### src/rtl/quadratic_root_solver_defines.svh
// Assertion helpers included by quadratic_root_solver.sv; the asserting module supplies clk_i and rst_ni.
`ifndef QUADRATIC_ROOT_SOLVER_DEFINES_SVH
`define QUADRATIC_ROOT_SOLVER_DEFINES_SVH

// Same-cycle implication.
`define QRS_ASSERT_NOW(lbl, pre, post, msg) \
  lbl: assert property (@(posedge clk_i) disable iff (!rst_ni) (pre) |-> (post)) \
    else $error(msg);

// Next-cycle implication.
`define QRS_ASSERT_NEXT(lbl, pre, post, msg) \
  lbl: assert property (@(posedge clk_i) disable iff (!rst_ni) (pre) |=> (post)) \
    else $error(msg);

`endif

### src/rtl/qrs_div_cell.sv
module qrs_div_cell #(
  parameter int unsigned NW    = 34,
  parameter int unsigned DENW  = 17,
  parameter int unsigned SIDEW = 4
) (
  input  logic             clk_i,
  input  logic             rst_ni,
  input  logic             en_i,
  input  logic             valid_i,
  input  logic [NW-1:0]    pnum_i,
  input  logic [NW-1:0]    mnum_i,
  input  logic [DENW-1:0]  prem_i,
  input  logic [DENW-1:0]  mrem_i,
  input  logic [DENW-1:0]  den_i,
  input  logic [SIDEW-1:0] side_i,
  output logic             valid_o,
  output logic [NW-1:0]    pnum_o,
  output logic [NW-1:0]    mnum_o,
  output logic [DENW-1:0]  prem_o,
  output logic [DENW-1:0]  mrem_o,
  output logic [DENW-1:0]  den_o,
  output logic [SIDEW-1:0] side_o
);

  logic [DENW:0] psh, msh, den_x, pdif, mdif;
  logic          pge, mge;

  // One quotient bit per lane; quotient bits fill the dividend from below.
  assign den_x = {1'b0, den_i};
  assign psh   = {prem_i, pnum_i[NW-1]};
  assign msh   = {mrem_i, mnum_i[NW-1]};
  assign pge   = (psh >= den_x);
  assign mge   = (msh >= den_x);
  assign pdif  = pge ? (psh - den_x) : psh;
  assign mdif  = mge ? (msh - den_x) : msh;

  always_ff @(posedge clk_i or negedge rst_ni) begin
    if (!rst_ni) begin
      valid_o <= 1'b0;
    end else if (en_i) begin
      valid_o <= valid_i;
    end
  end

  always_ff @(posedge clk_i) begin
    if (en_i) begin
      pnum_o <= {pnum_i[NW-2:0], pge};
      mnum_o <= {mnum_i[NW-2:0], mge};
      prem_o <= pdif[DENW-1:0];
      mrem_o <= mdif[DENW-1:0];
      den_o  <= den_i;
      side_o <= side_i;
    end
  end

endmodule

### config.mk
export PLATFORM = sky130hd
export DESIGN_NAME = qrs_div_cell
export DESIGN_NICKNAME = d
export VERILOG_FILES = /design/src/rtl/quadratic_root_solver_defines.svh /design/src/rtl/qrs_div_cell.sv
export SDC_FILE = /design/constraint.sdc
export NUM_CORES = 1
export LEC_CHECK = 0
export BUFFER_PORTS_ARGS = -buffer_cell sky130_fd_sc_hd__buf_2
export CORE_ASPECT_RATIO = 0.6
export CORE_MARGIN = 4
export CORE_UTILIZATION = 35
export DETAILED_ROUTE_END_ITERATION = 8
export SETUP_SLACK_MARGIN = 0.3
export SYNTH_ARGS = -nofsm -noshare
export SYNTH_HDL_FRONTEND = slang
export SYNTH_SLANG_ARGS = --single-unit
### constraint.sdc
create_clock -name clk_i -period 0.8 [get_ports clk_i]
set_input_delay 0.2 -clock clk_i [delete_from_list [all_inputs] [get_ports clk_i]]
set_output_delay 0.2 -clock clk_i [all_outputs]
set_load 0.03 [all_outputs]
==> flow_summary.toml <==
[clock_tree]
longest_clk_path_bufs = 2
clock_tree_from_tritoncts = "yes"
clk_pin_slew_worst_paths_ps = 70
cts_buffers = 17
clk_tree_root_cell = "clkbuf_16"
tritoncts_num_sinks = 124
cts_hold_buffers = 1
worstSkewPairLatency_ps = 410
h-tree-depth = 4

[sta]
rsz0062_at_grt = "true"
tightestPinTransition_ps = 518
post-route-period-util = 2.49
final_critical_period_ps = 2000
whs_ps = -49.5
post-route-worst-setup-slack_ps = -1200
setup_violations = 160
finalHoldViolations = 87
maxClockFrequency_mhz = 501
final-max-slew-violation-count = 0
worst_clock_skew_ps = 0
worst_relative_slew_slack = 0.651

[placed_design]
routability_congestion = 0.873
dpl_worst_slack_ps = -1800
portBuffers = 250
hpwl_um = 14600
dp_cells = 1026

[synthesis]
synth_edf_count = 123
synth_area_mm2 = 0.00601
yosys-top-cells-area = "edfxtp_1, ha_1, mux2_2"
synth_top_area_frac = 0.615
post_synthesis_net_count = 606
yosysWarnings = 0
synth.yosys.seq_area_share = 0.619
post_synth_inst_count = 443
post-synth-top-area-cell = "edfxtp_1"
synth_seq_cells = 124
postSynth.topFlopCell = "edfxtp_1"
ys_async_sr_fraction = 0.00806
post_synth_num_cell_types = 61
syn-mean-instance-area_um2 = 13.6

[final_layout]
fin_util = 0.626
final_net_count = 994
layout_cells_sized_above_1 = 0.588
finalNonFillerCells = 1072
antenna-diode-count = 0
area_delta_synth_final_pct = 72.1
layout_commonest_cell = "buf_6"
fill_cells = 1270
final_cell_mix = "buf_6, edfxtp_1, buf_2"

[critical_path]
critPathCaptureType = "register"
path_max_fanout = 3
required_time_at_the_worst_slack_endpoint_ps = 970
setup.worst_path.start_class = "input pin"
worstSetupPathType = "input pin to register"
critPathArrivalTime_ps = 2170

[power]
power_density_normalized_to_cell_area_mw_per_mm2 = 2180
leakagePower_nw = 4.53
worst_ir_drop_vdd_mv = 1.08

[floorplan]
floorplan.rows = 36
effective_utilization_at_floorplan = 0.364
dieHeight_um = 110
core_area_mm2 = 0.0165
chip_width_um = 177
num_io_pins = 251
floorplan.die_area_mm2 = 0.0194

[hold_path]
hold_path_class = "input pin to register"

[routing]
ant_nets = 0
route.detailed.vias_per_inst = 4.84
routed_wirelength_um = 19700
detail_route.wl_per_cell_um = 18.4
detailed_route_drc_error_count = 0
routed-via-count = 5186
drtPass1Iterations = 6
drtIter0Drc = 369

[global_routing]
global_route.usage.total = 0.199
grt_first_pass_wirelength_um = 29400
antenna_found_initial = 0
number_of_global_route_vias_before_repair = 5370
grt_start_max_net_pins = 22
grt.overflow.total = 0

[status]
run_status = "finished, violations left"
failed_checks = "negative hold slack, negative setup slack"

[flow_run]
cap_violations = 0
path summary, 6_finish.rpt:
kind | startpoint | to | slack [ps] | cells after the start
max in group asynchronous | rst_ni | valid_o | 590 | 2
hold / removal | mnum_i[30] | mnum_o[31] | -50 | 1
setup / recovery | pnum_i[33] | prem_o[16] | -1200 | 12
hold reg to reg | valid_o | valid_o | 530 | 1
setup reg to reg | valid_o | valid_o | 30 | 1
min in group asynchronous | rst_ni | valid_o | 120 | 2
registers in the layout, summed over array words and instances (netlist names):
signal,flops
prem_o,17
valid_o,1
den_o,17
mrem_o,17
mnum_o,34
pnum_o,34
side_o,4
through the flow:
step / cell area, um2 / hold slack [ps] / power, mW / setup TNS (ps)
2_1_floorplan: 6120 / -95.6 / 11.4 / -49110
3_3_place_gp: 8490 / -23.3 / 13.6 / -78230
3_5_place_dp: 8490 / -23.2 / 13.6 / -79780
4_1_cts: 10200 / -63.1 / 22.5 / -84710
5_1_grt: 10300 / -67.8 / 23.5 / -90740
6_report: 10300 / -49.5 / 22.6 / -83790
repair_timing:
item	in CTS	in global routing
buffers inserted	5	4
hold endpoints to repair	88	87
pin swaps	18	11
gates cloned	4	0
resized for setup	303	27
setup endpoints to repair	243	161
area by class of cell:
| cell class | instances | area (um2) | share of cell area |
|---|---|---|---|
| sequential | 124 | 3720 | 0.360 |
| tap | 228 | 285 | 0.0276 |
| inverter | 27 | 143 | 0.0138 |
| timing repair buffer | 376 | 3140 | 0.304 |
| clock buffer | 17 | 425 | 0.0411 |
| multi-input combinational | 283 | 2450 | 0.237 |
| clock inverter | 15 | 155 | 0.0150 |
| timing repair inverter | 2 | 17.5 | 0.00169 |
kinds of logic (layout without fill, tap and decap cells):
kind of cell,Yosys count,after routing,synth area share
flops,124,124,0.619
compound gates,112,112,0.130
simple gates,94,94,0.0760
fa+ha+maj,36,36,0.0775
buf+inv,36,437,0.0264
mux,22,22,0.0437
xor+xnor,19,19,0.0277
synth_stat cells (all sizes together), types with 2 or more instances:
master and n:
xnor2 16, and2 5, clkbuf 5, nor3 3, a311oi 2, nand3 13, inv 27, buf 4
nor2b 3, nor2 17, fa 2, nand2 34, nand4 3, and4 3, o211ai 3, and3 2
nor3b 3, o31ai 6, or3 2, mux2 22, o21a 10, o21ai 22, edfxtp 123, a2111oi 3
ha 34, a211oi 4, o21bai 2, a21oi 26, o31a 2, a31oi 3, or2 3, xor2 3
a21o 15
report_power, final:
group	leakage (nW)	internal, mW	switching [mW]
registers	1.21	7.97	0.350
clock network	0.276	4.38	3.21
logic	3.04	3.21	3.45
layer usage:
layer,wire [um],global-route usage
met5,0,0
met4,259,0.0596
met3,1680,0.0505
met2,8990,0.303
met1,8810,0.282
worst max-delay path, cell delays in order:
cell,delay [ps]
buf_12,110
inv_12,40
ha_4,120
inv_2,30
fa_2,360
a21oi_4,170
o211ai_1,180
a221oi_2,250
buf_4,190
a31oi_4,100
xnor2_2,140
mux2_4,250
No activity file was read; power rests on OpenSTA's default activity.
