## src/rtl/quadratic_root_solver_defines.svh

```systemverilog
// Assertion helpers included by quadratic_root_solver.sv; the asserting module supplies clk_i and rst_ni.
`ifndef QUADRATIC_ROOT_SOLVER_DEFINES_SVH
`define QUADRATIC_ROOT_SOLVER_DEFINES_SVH

// Same-cycle implication.
`define QRS_ASSERT_NOW(lbl, pre, post, msg) \
  lbl: assert property (@(posedge clk_i) disable iff (!rst_ni) (pre) |-> (post)) \
    else $error(msg);

// Next-cycle implication.
`define QRS_ASSERT_NEXT(lbl, pre, post, msg) \
  lbl: assert property (@(posedge clk_i) disable iff (!rst_ni) (pre) |=> (post)) \
    else $error(msg);

`endif

```

## src/rtl/qrs_sqrt_cell.sv

```systemverilog
module qrs_sqrt_cell #(
  parameter int unsigned SW    = 33,
  parameter int unsigned SIDEW = 8
) (
  input  logic               clk_i,
  input  logic               rst_ni,
  input  logic               en_i,
  input  logic               valid_i,
  input  logic [2*SW-1:0]    rad_i,
  input  logic [SW+1:0]      rem_i,
  input  logic [SW-1:0]      root_i,
  input  logic [SIDEW-1:0]   side_i,
  output logic               valid_o,
  output logic [2*SW-1:0]    rad_o,
  output logic [SW+1:0]      rem_o,
  output logic [SW-1:0]      root_o,
  output logic [SIDEW-1:0]   side_o
);

  logic [SW+1:0] rem_sh;
  logic [SW+1:0] trial;
  logic          ge;

  // Bring down the next two radicand bits and try root*4+1.
  assign rem_sh = {rem_i[SW-1:0], rad_i[2*SW-1 -: 2]};
  assign trial  = {root_i, 2'b01};
  assign ge     = (rem_sh >= trial);

  always_ff @(posedge clk_i or negedge rst_ni) begin
    if (!rst_ni) begin
      valid_o <= 1'b0;
    end else if (en_i) begin
      valid_o <= valid_i;
    end
  end

  always_ff @(posedge clk_i) begin
    if (en_i) begin
      rad_o  <= rad_i << 2;
      rem_o  <= ge ? (rem_sh - trial) : rem_sh;
      root_o <= {root_i[SW-2:0], ge};
      side_o <= side_i;
    end
  end

endmodule

```

## config.mk

```make
export PLATFORM = sky130hd
export DESIGN_NAME = qrs_sqrt_cell
export DESIGN_NICKNAME = d
export VERILOG_FILES = /design/src/rtl/quadratic_root_solver_defines.svh /design/src/rtl/qrs_sqrt_cell.sv
export SDC_FILE = /design/constraint.sdc
export NUM_CORES = 1
export LEC_CHECK = 0
export BUFFER_PORTS_ARGS = -buffer_cell sky130_fd_sc_hd__buf_4
export CORE_ASPECT_RATIO = 0.5
export CORE_MARGIN = 3
export CORE_UTILIZATION = 48
export DETAILED_ROUTE_END_ITERATION = 8
export GPL_ROUTABILITY_DRIVEN = 0
export GPL_TIMING_DRIVEN = 0
export MAX_ROUTING_LAYER = met4
export PLACE_DENSITY = 0.8
export SYNTH_ARGS = -nofsm -noshare
export SYNTH_HDL_FRONTEND = slang
export SYNTH_SLANG_ARGS = --single-unit
```

## constraint.sdc

```tcl
create_clock -name clk_i -period 1 [get_ports clk_i]
set_clock_uncertainty 0.15 [all_clocks]
set_input_delay 0.1 -clock clk_i [delete_from_list [all_inputs] [get_ports clk_i]]
set_output_delay 0.1 -clock clk_i [all_outputs]
set_load 0.05 [all_outputs]
```

==> run_results.csv, run 1 <==
group,metric,value,unit
outcome,outcome,"aborted with a tool error",
outcome,failed_stage,"global routing",
outcome,tool.error,"[ERROR DPL-0038] Utilization greater than 100%, impossible to legalize",
yosys,synthTopCellsByArea,"edfxtp_1 62%, ha_1 6.4%, a21oi_1 4.2%",
floorplanning,die_h,90.1,um
yosys,synth_largest_area_cell,"edfxtp_1",
yosys,yosysMostFrequentCell,"edfxtp_1",
yosys,ys_ff_latch,141,
clock_network,cts_buffers,17,
placement,pre_cts_ws,-2.33,ns
yosys,syn-cell-area,6800,um2
yosys,synth_edf_count,140,
floorplanning,start_util,49.6,%
timing,endpoint_type,"register data pin",
clock_network,htree_levels,4,
yosys,synth_top_area_share,61.9,%
yosys,async_reset_ff_share,0.709,%
placement,dp_hpwl,14100,um
floorplanning,num_rows,30,
yosys,avgSynthCellArea,12.7,um2
yosys,yosysSeqAreaShare,62.2,%
yosys,syn_inst,536,
clock_network,clock-sinks,141,
clock_network,clk_path_buf_depth,2,
global_routing,grt_max_degree,53,
yosys,yosysWarnings,0,
yosys,yosys_most_used_dff,"edfxtp_1",
floorplanning,die_w,174,um
timing,worstEndpointGrtRepair,"rem_o[28]$_DFFE_PP_/D",
clock_network,cts-root-buf,"clkbuf_16",
placement,port_buffers,284,
yosys,synth_common_cells,"140 x edfxtp_1, 57 x a21oi_1, 44 x inv_1, 44 x nor2_1, 35 x ha_1",
floorplanning,io_pins,289,
yosys,synth_cell_types,63,
## per-stage QoR
stage	util (%)	setup TNS, ns	cell area [um2]	std cells	hold WS [ns]
floorplan	-	-51.04	6940	537	-0.346
global placement	67.9	-199.66	9310	1013	-0.274
detailed placement	68.2	-114.61	9340	1014	-0.274
CTS	92.7	-73.82	12700	1211	-0.137
## cell families after synthesis
kind of cell / count (synthesis) / synth area share, %
muxes: 7 / 1.22
adders and majority gates: 35 / 6.44
xor gates and xnor gates: 31 / 4.00
AOI/OAI and AO/OA: 141 / 13.9
and+or+nand+nor: 115 / 8.23
DFF: 141 / 62.2
buffers and inverters: 65 / 3.94
other: 1 / 0.0552
## timing repair
action,4_1_cts
cloned,3
pin swaps,37
endpoints found under the setup margin,259
hold buffers,137
setup buffers,34
gates resized for setup,257
hold endpoints to repair,178
==> run 2, diff against run 1 <==
- CORE_ASPECT_RATIO: 0.5 -> default
- CORE_UTILIZATION: 48 -> 40
- MAX_ROUTING_LAYER: met4 -> default
- PLACE_DENSITY: 0.8 -> default
- PLACE_DENSITY_LB_ADDON: default -> 0.15
==> run 2 against run 1 <==
The flow now finishes, with violations (negative hold slack, negative setup slack). Synthesized area stayed put. Synthesized cell count stayed put.
==> run_results.csv, run 2 <==
group,metric,value,unit
outcome,outcome,"finished, violations left",
outcome,violations,"negative hold slack, negative setup slack",
yosys,yosysSeqAreaShare,62.2,%
global_routing,grt_overflow,0,
clock_network,cts_tree,"yes",
critical_path,cp-end-kind,"register",
critical_path,cp.arrival,2.44,ns
power_and_ir_drop,power.switching,7.44,mW
critical_path,crit_family,"compound AO/OA/AOI/OAI gates",
power_and_ir_drop,netSwitchingFraction,34.9,%
finish,area_delta_synth_final,93.4,%
route,wirelength,25400,um
yosys,async_reset_ff_share,0.709,%
yosys,synth_edf_count,140,
global_routing,grt_pass1_vias,6337,
yosys,synth_top_area_share,61.9,%
global_routing,grt_pass1_wl,33600,um
yosys,yosys_most_used_dff,"edfxtp_1",
timing,period_needed,2.41,ns
critical_path,crit_buf_inv,3,
global_routing,antenna_found_initial,0,
floorplanning,num_rows,47,
yosys,ys_ff_latch,141,
route,drc,0,
critical_path,setup.worst_path.class,"in2reg",
power_and_ir_drop,ir_drop,1190,uV
floorplanning,coreArea,16600,um2
critical_path,cp.required,1.03,ns
critical_path,start_kind,"input pin",
critical_path,cp_max_fo,4,
yosys,synth_largest_area_cell,"edfxtp_1",
timing,tns,-77.24,ns
yosys,syn-cell-area,6800,um2
placement,dp_hpwl,14500,um
power_and_ir_drop,p_comb_share,35.7,%
floorplanning,die-area,18600,um2
finish,nets,1194,
critical_path,cp_slowest_stage_delay,0.35,ns
yosys,synth_common_cells,"140 x edfxtp_1, 57 x a21oi_1, 44 x inv_1, 44 x nor2_1, 35 x ha_1",
yosys,avgSynthCellArea,12.7,um2
floorplanning,start_util,41.0,%
yosys,yosysWarnings,0,
finish,layout_common_cells,"169 x buf_4, 152 x buf_6, 140 x dlygate4sd3_1, 140 x edfxtp_1, 33 x a21oi_1",
finish,final_layout_size_suffix_gt1_share,50.6,%
clock_network,worst_skew_pair.late_latency,0.43,ns
yosys,synth_cell_types,63,
clock_network,clk_pin_slew,0.07,ns
finish,largest_reg_flops,64,
timing,min_period_over_period,241,%
yosys,synthTopCellsByArea,"edfxtp_1 62%, ha_1 6.4%, a21oi_1 4.2%",
route,drt-initial-drc-count,362,
route,viasPerCell,5.16,
finish,final_common_cell,"buf_4",
power_and_ir_drop,p_leak,5.46,nW
global_routing,track_usage,23.4,%
timing,hold_violations,67,
floorplanning,die_h,136,um
power_and_ir_drop,power_density,1620,nW/um2
route,ant_nets,0,
power_and_ir_drop,total_power,21.3,mW
yosys,syn_inst,536,
route,dr.pass1.iters,7,
critical_path,cp_slowest_cell,"o311a_4",
finish,fillers,949,
timing,tightestPinTransition,0.511,ns
timing,fmax,0.414,GHz
floorplanning,die_w,136,um
finish,antenna_cells,0,
floorplanning,io_pins,289,
clock_network,htree_levels,4,
worst_hold_path,hold_path.class,"in2reg",
clock_network,cts-root-buf,"clkbuf_16",
clock_network,cts_buffers,17,
timing,slew_violations,0,
finish,regMostFlops,"rad_o",
power_and_ir_drop,pwr-share-clk,29.1,%
power_and_ir_drop,seq_power_share,35.2,%
clock_network,clock-sinks,141,
power_and_ir_drop,p_int,13.9,mW
route,wl_per_cell,20.4,um
timing,rsz0062_at_grt,"true",
timing,slew_headroom,65.6,%
flow_run,cap_violations,0,
global_routing,grt_max_degree,76,
route,dr_total_vias,6433,
timing,holdWs,-0.0902,ns
placement,pre_cts_ws,-2.30,ns
timing,setup_slack,-1.41,ns
placement,port_buffers,284,
yosys,yosysMostFrequentCell,"edfxtp_1",
clock_network,clk_path_buf_depth,2,
finish,top_regs,"rad_o x64, rem_o x35, root_o x33",
timing,setup_viol,177,
critical_path,cp_cell_sequence,"buf_8, inv_4, ha_4, nor2b_4, o31a_1, o311a_4, buf_4, o311ai_4, nand2_2, a211oi_2, xnor2_1, mux2_4",
==> run 2: power by group through the flow <==
stage,registers (mW),clock network (mW),logic [mW]
finish,7.50,6.19,7.60
global route,7.55,6.48,7.94
CTS,7.42,6.24,6.42
detailed placement,7.47,0,5.49
global placement,7.46,0,5.43
floorplan,9.48,0,1.58
==> run 2: kinds of logic (layout without fill, tap and decap cells) <==
group	Yosys count	after routing	synth area share [%]
xor gates and xnor gates	31	31	4.00
muxes	7	7	1.22
other	1	2	0.0552
DFF	141	141	62.2
adders and majority gates	35	35	6.44
buffers and inverters	65	554	3.94
AOI/OAI and AO/OA	141	141	13.9
and+or+nand+nor	115	115	8.23
==> run 2: area by class of cell <==
class / instances / area [um2] / area share, %
clock buffer: 17 / 425 / 3.24
buffer: 13 / 174 / 1.32
tap: 220 / 275 / 2.09
clock inverter: 15 / 149 / 1.13
multi-input combinational: 331 / 3180 / 24.2
inverter: 44 / 175 / 1.33
timing repair buffer: 465 / 4530 / 34.5
sequential: 141 / 4230 / 32.2
==> run 2: layer usage <==
layer	wire length (um)	up-vias	track usage [%]
met5	0	-	0
met4	519	0	7.00
met3	1650	36	6.11
met2	14000	267	43.5
met1	9270	3179	26.3
li1	-	2951	-
==> run 2: worst paths after layout <==
kind | startpoint | endpoint | slack (ns) | cells after the start
max | root_i[0] | rem_o[30] | -1.41 | 12
min | en_i | root_o[16] | -0.09 | 1
min in group asynchronous | rst_ni | valid_o | 0.41 | 3
max in group asynchronous | rst_ni | valid_o | 0.16 | 3
min reg2reg | valid_o | valid_o | 0.42 | 1
max reg2reg | valid_o | valid_o | 0.04 | 1
==> run 2: repair_timing <==
item | 4_1_cts | 5_1_grt
hold buffers | 139 | 1
setup buffers | 11 | 27
gates cloned | 0 | 4
endpoints found under the hold margin | 141 | 67
pin swaps | 11 | 55
gates resized for setup | 126 | 221
endpoints found under the setup margin | 252 | 252
==> run 2: per-stage QoR <==
stage                     hold slack, ns  instances  utilization [%]  area, um2
after floorplan                   -0.346        537                -       6940
after global placement            -0.274       1041             56.3       9340
after detailed placement          -0.272       1042             56.5       9370
after CTS                         -0.143       1219             72.0      11900
after global routing             -0.0896       1246             79.2      13100
final                            -0.0902       1246             79.2      13100
(Power assumes the default switching activity.)
==> run 3, diff against run 2 <==
- CORE_UTILIZATION: 40 -> 30
==> run 3 against run 2 <==
The flow still finishes with violations (negative hold slack, negative setup slack). Fmax is 2.0% higher. Via count is 5.7% lower. Sequential power is 0.5% lower. Core utilization is 21 points lower. First-iteration DRC count is 31% lower. Critical path type unchanged. Critical endpoint is now rem_o[20]. Largest power group is now registers.
==> run_results.csv, run 3 (synthesized netlist as in run 2, its figures left out) <==
group,metric,value,unit
finish,final_layout_size_suffix_gt1_share,47.3,%
flow_run,cap_violations,0,
placement,pre_cts_ws,-2.57,ns
route,viasPerCell,4.70,
placement,dp_hpwl,15300,um
route,ant_nets,0,
clock_network,clk_path_buf_depth,2,
power_and_ir_drop,p_leak,5.35,nW
finish,layout_common_cells,"162 x buf_4, 147 x buf_6, 140 x edfxtp_1",
timing,setup_viol,177,
worst_hold_path,holdPathEnd,"rem_o[2]",
critical_path,r2r_start,"valid_o",
clock_network,cts_hold_buf,137,
route,wirelength,22500,um
floorplanning,die-area,24500,um2
timing,tns,-74.90,ns
floorplanning,start_util,30.9,%
critical_path,cp_max_fo,3,
critical_path,cp-end-kind,"register",
finish,fillers,1813,
outcome,violations,"negative hold slack, negative setup slack",
floorplanning,die_h,157,um
finish,regMostFlops,"rad_o",
route,dr.pass1.iters,4,
timing,period_needed,2.37,ns
power_and_ir_drop,p_int,13.9,mW
global_routing,grt_pass1_wl,33800,um
clock_network,cts_buffers,17,
critical_path,cp.required,1.03,ns
worst_hold_path,hold_path.class,"in2reg",
worst_hold_path,min_from,"rem_i[0]",
timing,slew_violations,0,
floorplanning,coreArea,22000,um2
power_and_ir_drop,netSwitchingFraction,33.9,%
finish,final_common_cell,"buf_4",
finish,antenna_cells,0,
power_and_ir_drop,seq_power_share,35.6,%
critical_path,start_kind,"input pin",
timing,rsz0062_at_grt,"true",
worst_hold_path,min_path_cells,3,
critical_path,setup.worst_path.class,"in2reg",
global_routing,grt_overflow,0,
finish,nets,1178,
critical_path,r2r_cells,1,
clock_network,clock-sinks,141,
power_and_ir_drop,power_density,1620,nW/um2
finish,multi_input_area,3030,um2
power_and_ir_drop,pwr-share-clk,30.2,%
global_routing,antenna_found_initial,0,
placement,port_buffers,284,
floorplanning,num_rows,54,
floorplanning,die_w,157,um
route,dr_total_vias,6064,
timing,fmax,0.422,GHz
clock_network,cts-root-buf,"clkbuf_16",
clock_network,cts_tree,"yes",
global_routing,grt_max_degree,75,
critical_path,reg2reg_slack,0.07,ns
clock_network,htree_levels,4,
critical_path,cp.arrival,2.40,ns
timing,hold_violations,60,
timing,setup_slack,-1.37,ns
power_and_ir_drop,p_comb_share,34.2,%
global_routing,track_usage,17.7,%
clock_network,worst_skew_pair.late_latency,0.42,ns
critical_path,r2r_end,"valid_o",
finish,register_area,4230,um2
timing,min_period_over_period,237,%
clock_network,clk_pin_slew,0.07,ns
finish,largest_reg_flops,64,
power_and_ir_drop,ir_drop,1090,uV
power_and_ir_drop,power.switching,7.10,mW
floorplanning,io_pins,289,
global_routing,grt_pass1_vias,6193,
finish,area_delta_synth_final,89.9,%
route,drc,0,
route,drt-initial-drc-count,248,
outcome,outcome,"finished, violations left",
power_and_ir_drop,total_power,21.0,mW
timing,holdWs,-0.141,ns
finish,top_regs,"rad_o x64, rem_o x35, root_o x33",
route,wl_per_cell,17.5,um
==> run 3: how the worst max path moves through the flow <==
stage,end,cells after the start,slack (ns),startpoint
2_1_floorplan,rem_o[20],9,-1.68,rem_i[0]
3_3_place_gp,rem_o[30],10,-2.54,rem_i[0]
3_5_place_dp,rem_o[30],11,-2.57,root_i[0]
5_1_grt,rem_o[20],10,-1.40,rem_i[0]
6_report,rem_o[20],11,-1.37,root_i[0]
4_1_cts,rem_o[20],11,-1.35,root_i[0]
==> run 3: power groups by stage <==
stage | Clock (mW) | Combinational [mW] | Sequential [mW]
CTS | 6.51 | 6.95 | 7.46
detailed placement | 0 | 5.54 | 7.46
finish | 6.34 | 7.16 | 7.46
global placement | 0 | 5.51 | 7.46
floorplan | 0 | 1.58 | 9.48
global route | 6.74 | 7.56 | 7.52
==> run 3: per-layer routing <==
layer  vias up  track usage (%)  share of wire (%)
met3        23             4.92                6.8
met4         0             5.13                1.4
met1      2911             21.6                 41
met5         -                0                  0
met2       206             30.9                 51
li1       2924                -                  -
==> run 3: worst max-delay path: stages <==
cell and delay, ns:
buf_8 0.10, inv_4 0.04, ha_4 0.19, nor2b_4 0.13, o31a_1 0.27, o311a_4 0.35, or4_4 0.43, a31o_4 0.27
a31oi_4 0.17, xnor2_1 0.09, mux2_4 0.26
==> run 3: through the flow <==
stage	hold slack [ns]	std cells	area [um2]	util, %
detailed placement	-0.270	1102	9450	42.9
global placement	-0.275	1101	9420	42.8
finish	-0.141	1290	12900	58.6
global route	-0.143	1290	12900	58.6
CTS	-0.155	1281	12600	57.3
floorplan	-0.346	537	6940	-
==> run 3: repair_timing <==
item / CTS / global route
setup buffers: 17 / 10
cloned: 2 / 0
setup endpoints to repair: 251 / 177
hold endpoints to repair: 207 / 71
resized for setup: 251 / 48
pin swaps: 24 / 12
==> run 3: area by class of cell <==
class                   count  area share (%)
inverters                  44            1.34
multi-input cells         331            23.5
clock buffers              18            3.33
repair buffers            450            33.9
flip-flops and latches    141            32.8
well taps                 280            2.71
plain buffers              12            1.33
clock inverters            14            1.16
==> run 4, diff against run 3 <==
- CORE_ASPECT_RATIO: default -> 1.5
- clock period: 1 -> 2.5 ns (I/O delays scaled with it)
==> run 4 against run 3 <==
The flow finishes with violations (negative setup slack). Clock power is 63% lower. Via count is 2.1% lower. Worst hold slack better by 0.16 ns. Design area is 8.8% lower. Core utilization is 5.0 points lower. Highest routed layer unchanged. Largest power group unchanged.
==> run_results.csv, run 4 (synthesized netlist as in run 2, its figures left out) <==
group,metric,value,unit
critical_path,cp_max_fo,3,
placement,dp_cells,1094,
finish,post-route-util,53.6,%
critical_path,cp_slowest_stage_delay,0.42,ns
placement,pre_cts_ws,-1.03,ns
outcome,outcome,"finished, violations left",
critical_path,crit_buf_inv,2,
finish,top_regs,"rad_o x64, rem_o x35, root_o x33",
route,routed.top_layer,"met4",
timing,setup_slack,-0.0213,ns
route,drt-initial-drc-count,232,
placement,dp_hpwl,16800,um
clock_network,cts-root-buf,"clkbuf_16",
finish,nets,1155,
finish,fillers,1959,
global_routing,antenna_found_initial,0,
floorplanning,die_w,129,um
timing,min_period_over_period,101,%
global_routing,grt_pass1_wl,33900,um
timing,setup_viol,2,
finish,fin_cells,1258,
route,wl_per_cell,18.5,um
global_routing,grt_pass1_vias,6183,
floorplanning,io_pins,289,
route,drc,0,
worst_hold_path,hold_path.class,"in2reg",
critical_path,start_kind,"input pin",
route,wirelength,23300,um
power_and_ir_drop,p_leak,5.00,nW
floorplanning,start_util,30.9,%
global_routing,track_usage,18.2,%
clock_network,htree_levels,4,
clock_network,cts_tree,"yes",
timing,hold_violations,0,
critical_path,cp.arrival,2.55,ns
global_routing,grt_overflow,0,
floorplanning,die-area,24500,um2
route,met2_length,12700,um
placement,port_buffers,284,
timing,slew_headroom,65.7,%
critical_path,cp.required,2.52,ns
power_and_ir_drop,total_power,7.90,mW
critical_path,setup.worst_path.class,"in2reg",
clock_network,clock-sinks,141,
power_and_ir_drop,power_density,671,nW/um2
clock_network,worst_skew_pair.late_latency,0.42,ns
clock_network,clk_pin_slew,0.06,ns
critical_path,cp-end-kind,"register",
route,dr_total_vias,5938,
timing,tightestPinTransition,0.515,ns
route,ant_nets,0,
finish,area_delta_synth_final,73.3,%
flow_run,cap_violations,0,
finish,register_area,4230,um2
timing,slew_violations,0,
route,wl_met3,2040,um
finish,final_common_cell,"buf_4",
finish,antenna_cells,0,
finish,largest_reg_flops,64,
floorplanning,coreArea,22000,um2
timing,fmax,0.397,GHz
critical_path,cp_slowest_cell,"or4_4",
finish,layout_common_cells,"301 x buf_4, 140 x edfxtp_1, 119 x dlygate4sd3_1",
timing,period_needed,2.52,ns
critical_path,cp_cell_sequence,"buf_6, inv_4, ha_4, nor2b_4, o31a_1, o311a_4, or4_4, a31o_4, a31oi_4, xnor2_1, mux2_4",
outcome,violations,"negative setup slack",
floorplanning,die_h,190,um
clock_network,cts_buffers,17,
clock_network,clk_path_buf_depth,2,
critical_path,crit_family,"compound AO/OA/AOI/OAI gates",
timing,holdWs,0.0146,ns
route,dr.pass1.iters,5,
finish,final_layout_size_suffix_gt1_share,43.9,%
route,viasPerCell,4.72,
finish,regMostFlops,"rad_o",
power_and_ir_drop,ir_drop,430,uV
finish,multi_input_area,2760,um2
floorplanning,num_rows,66,
route,met1Wirelength,8350,um
global_routing,grt_max_degree,95,
timing,rsz0062_at_grt,"true",
-- run 4: changes by cell type in the layout (fill, tap and decap cells not counted), moves of 6 or more --
cell,before,now
buf_12,7,1
buf_4,162,301
buf_6,147,9
dlygate4sd3_1,137,119
ha_2,5,11
ha_4,22,11
nor2_1,20,43
nor2_2,19,1
-- run 4: path summary, 6_finish.rpt --
check,from,end,slack [ns],cells after the start
worst max-delay path,root_i[0],rem_o[20],-0.02,11
worst min-delay path,rem_i[1],rem_o[3],0.01,3
worst max register to register,valid_o,valid_o,1.61,1
worst min register to register,valid_o,valid_o,0.37,1
max in group asynchronous,rst_ni,valid_o,1.58,3
min in group asynchronous,rst_ni,valid_o,0.52,3
-- run 4: per-stage QoR --
stage / setup TNS [ns] / instance area (um2)
after floorplan: -2.90 / 6920
after global routing: -0.146 / 11800
after detailed placement: -21.95 / 9430
final: -0.0229 / 11800
after global placement: -22.21 / 9390
after CTS: 0 / 11300
-- run 4: layout make-up --
class	count	share of cell area, %
repair buffers	427	30.5
clock inverters	13	0.999
plain buffers	12	1.19
clock buffers	18	3.65
multi-input cells	331	23.4
well taps	272	2.89
flip-flops and latches	141	35.9
inverters	44	1.47
-- run 4: timing repair --
action,in CTS,in global routing
hold buffers,118,1
resized for setup,37,56
gates cloned,0,2
pin swaps,7,19
hold endpoints to repair,117,1
endpoints found under the setup margin,35,35
buffers inserted,6,15
-- run 4: report_power, final --
group / switching [mW] / internal (mW)
Clock: 1.00 / 1.36
Sequential: 0.0664 / 2.88
Combinational: 1.57 / 1.02
Total: 2.64 / 5.26
-- run 4: layer usage --
| metal | track usage, % | up-vias |
|---|---|---|
| li1 | - | 2875 |
| met1 | 18.7 | 2822 |
| met2 | 33.6 | 227 |
| met3 | 7.15 | 14 |
| met4 | 5.50 | 0 |
| met5 | 0 | - |
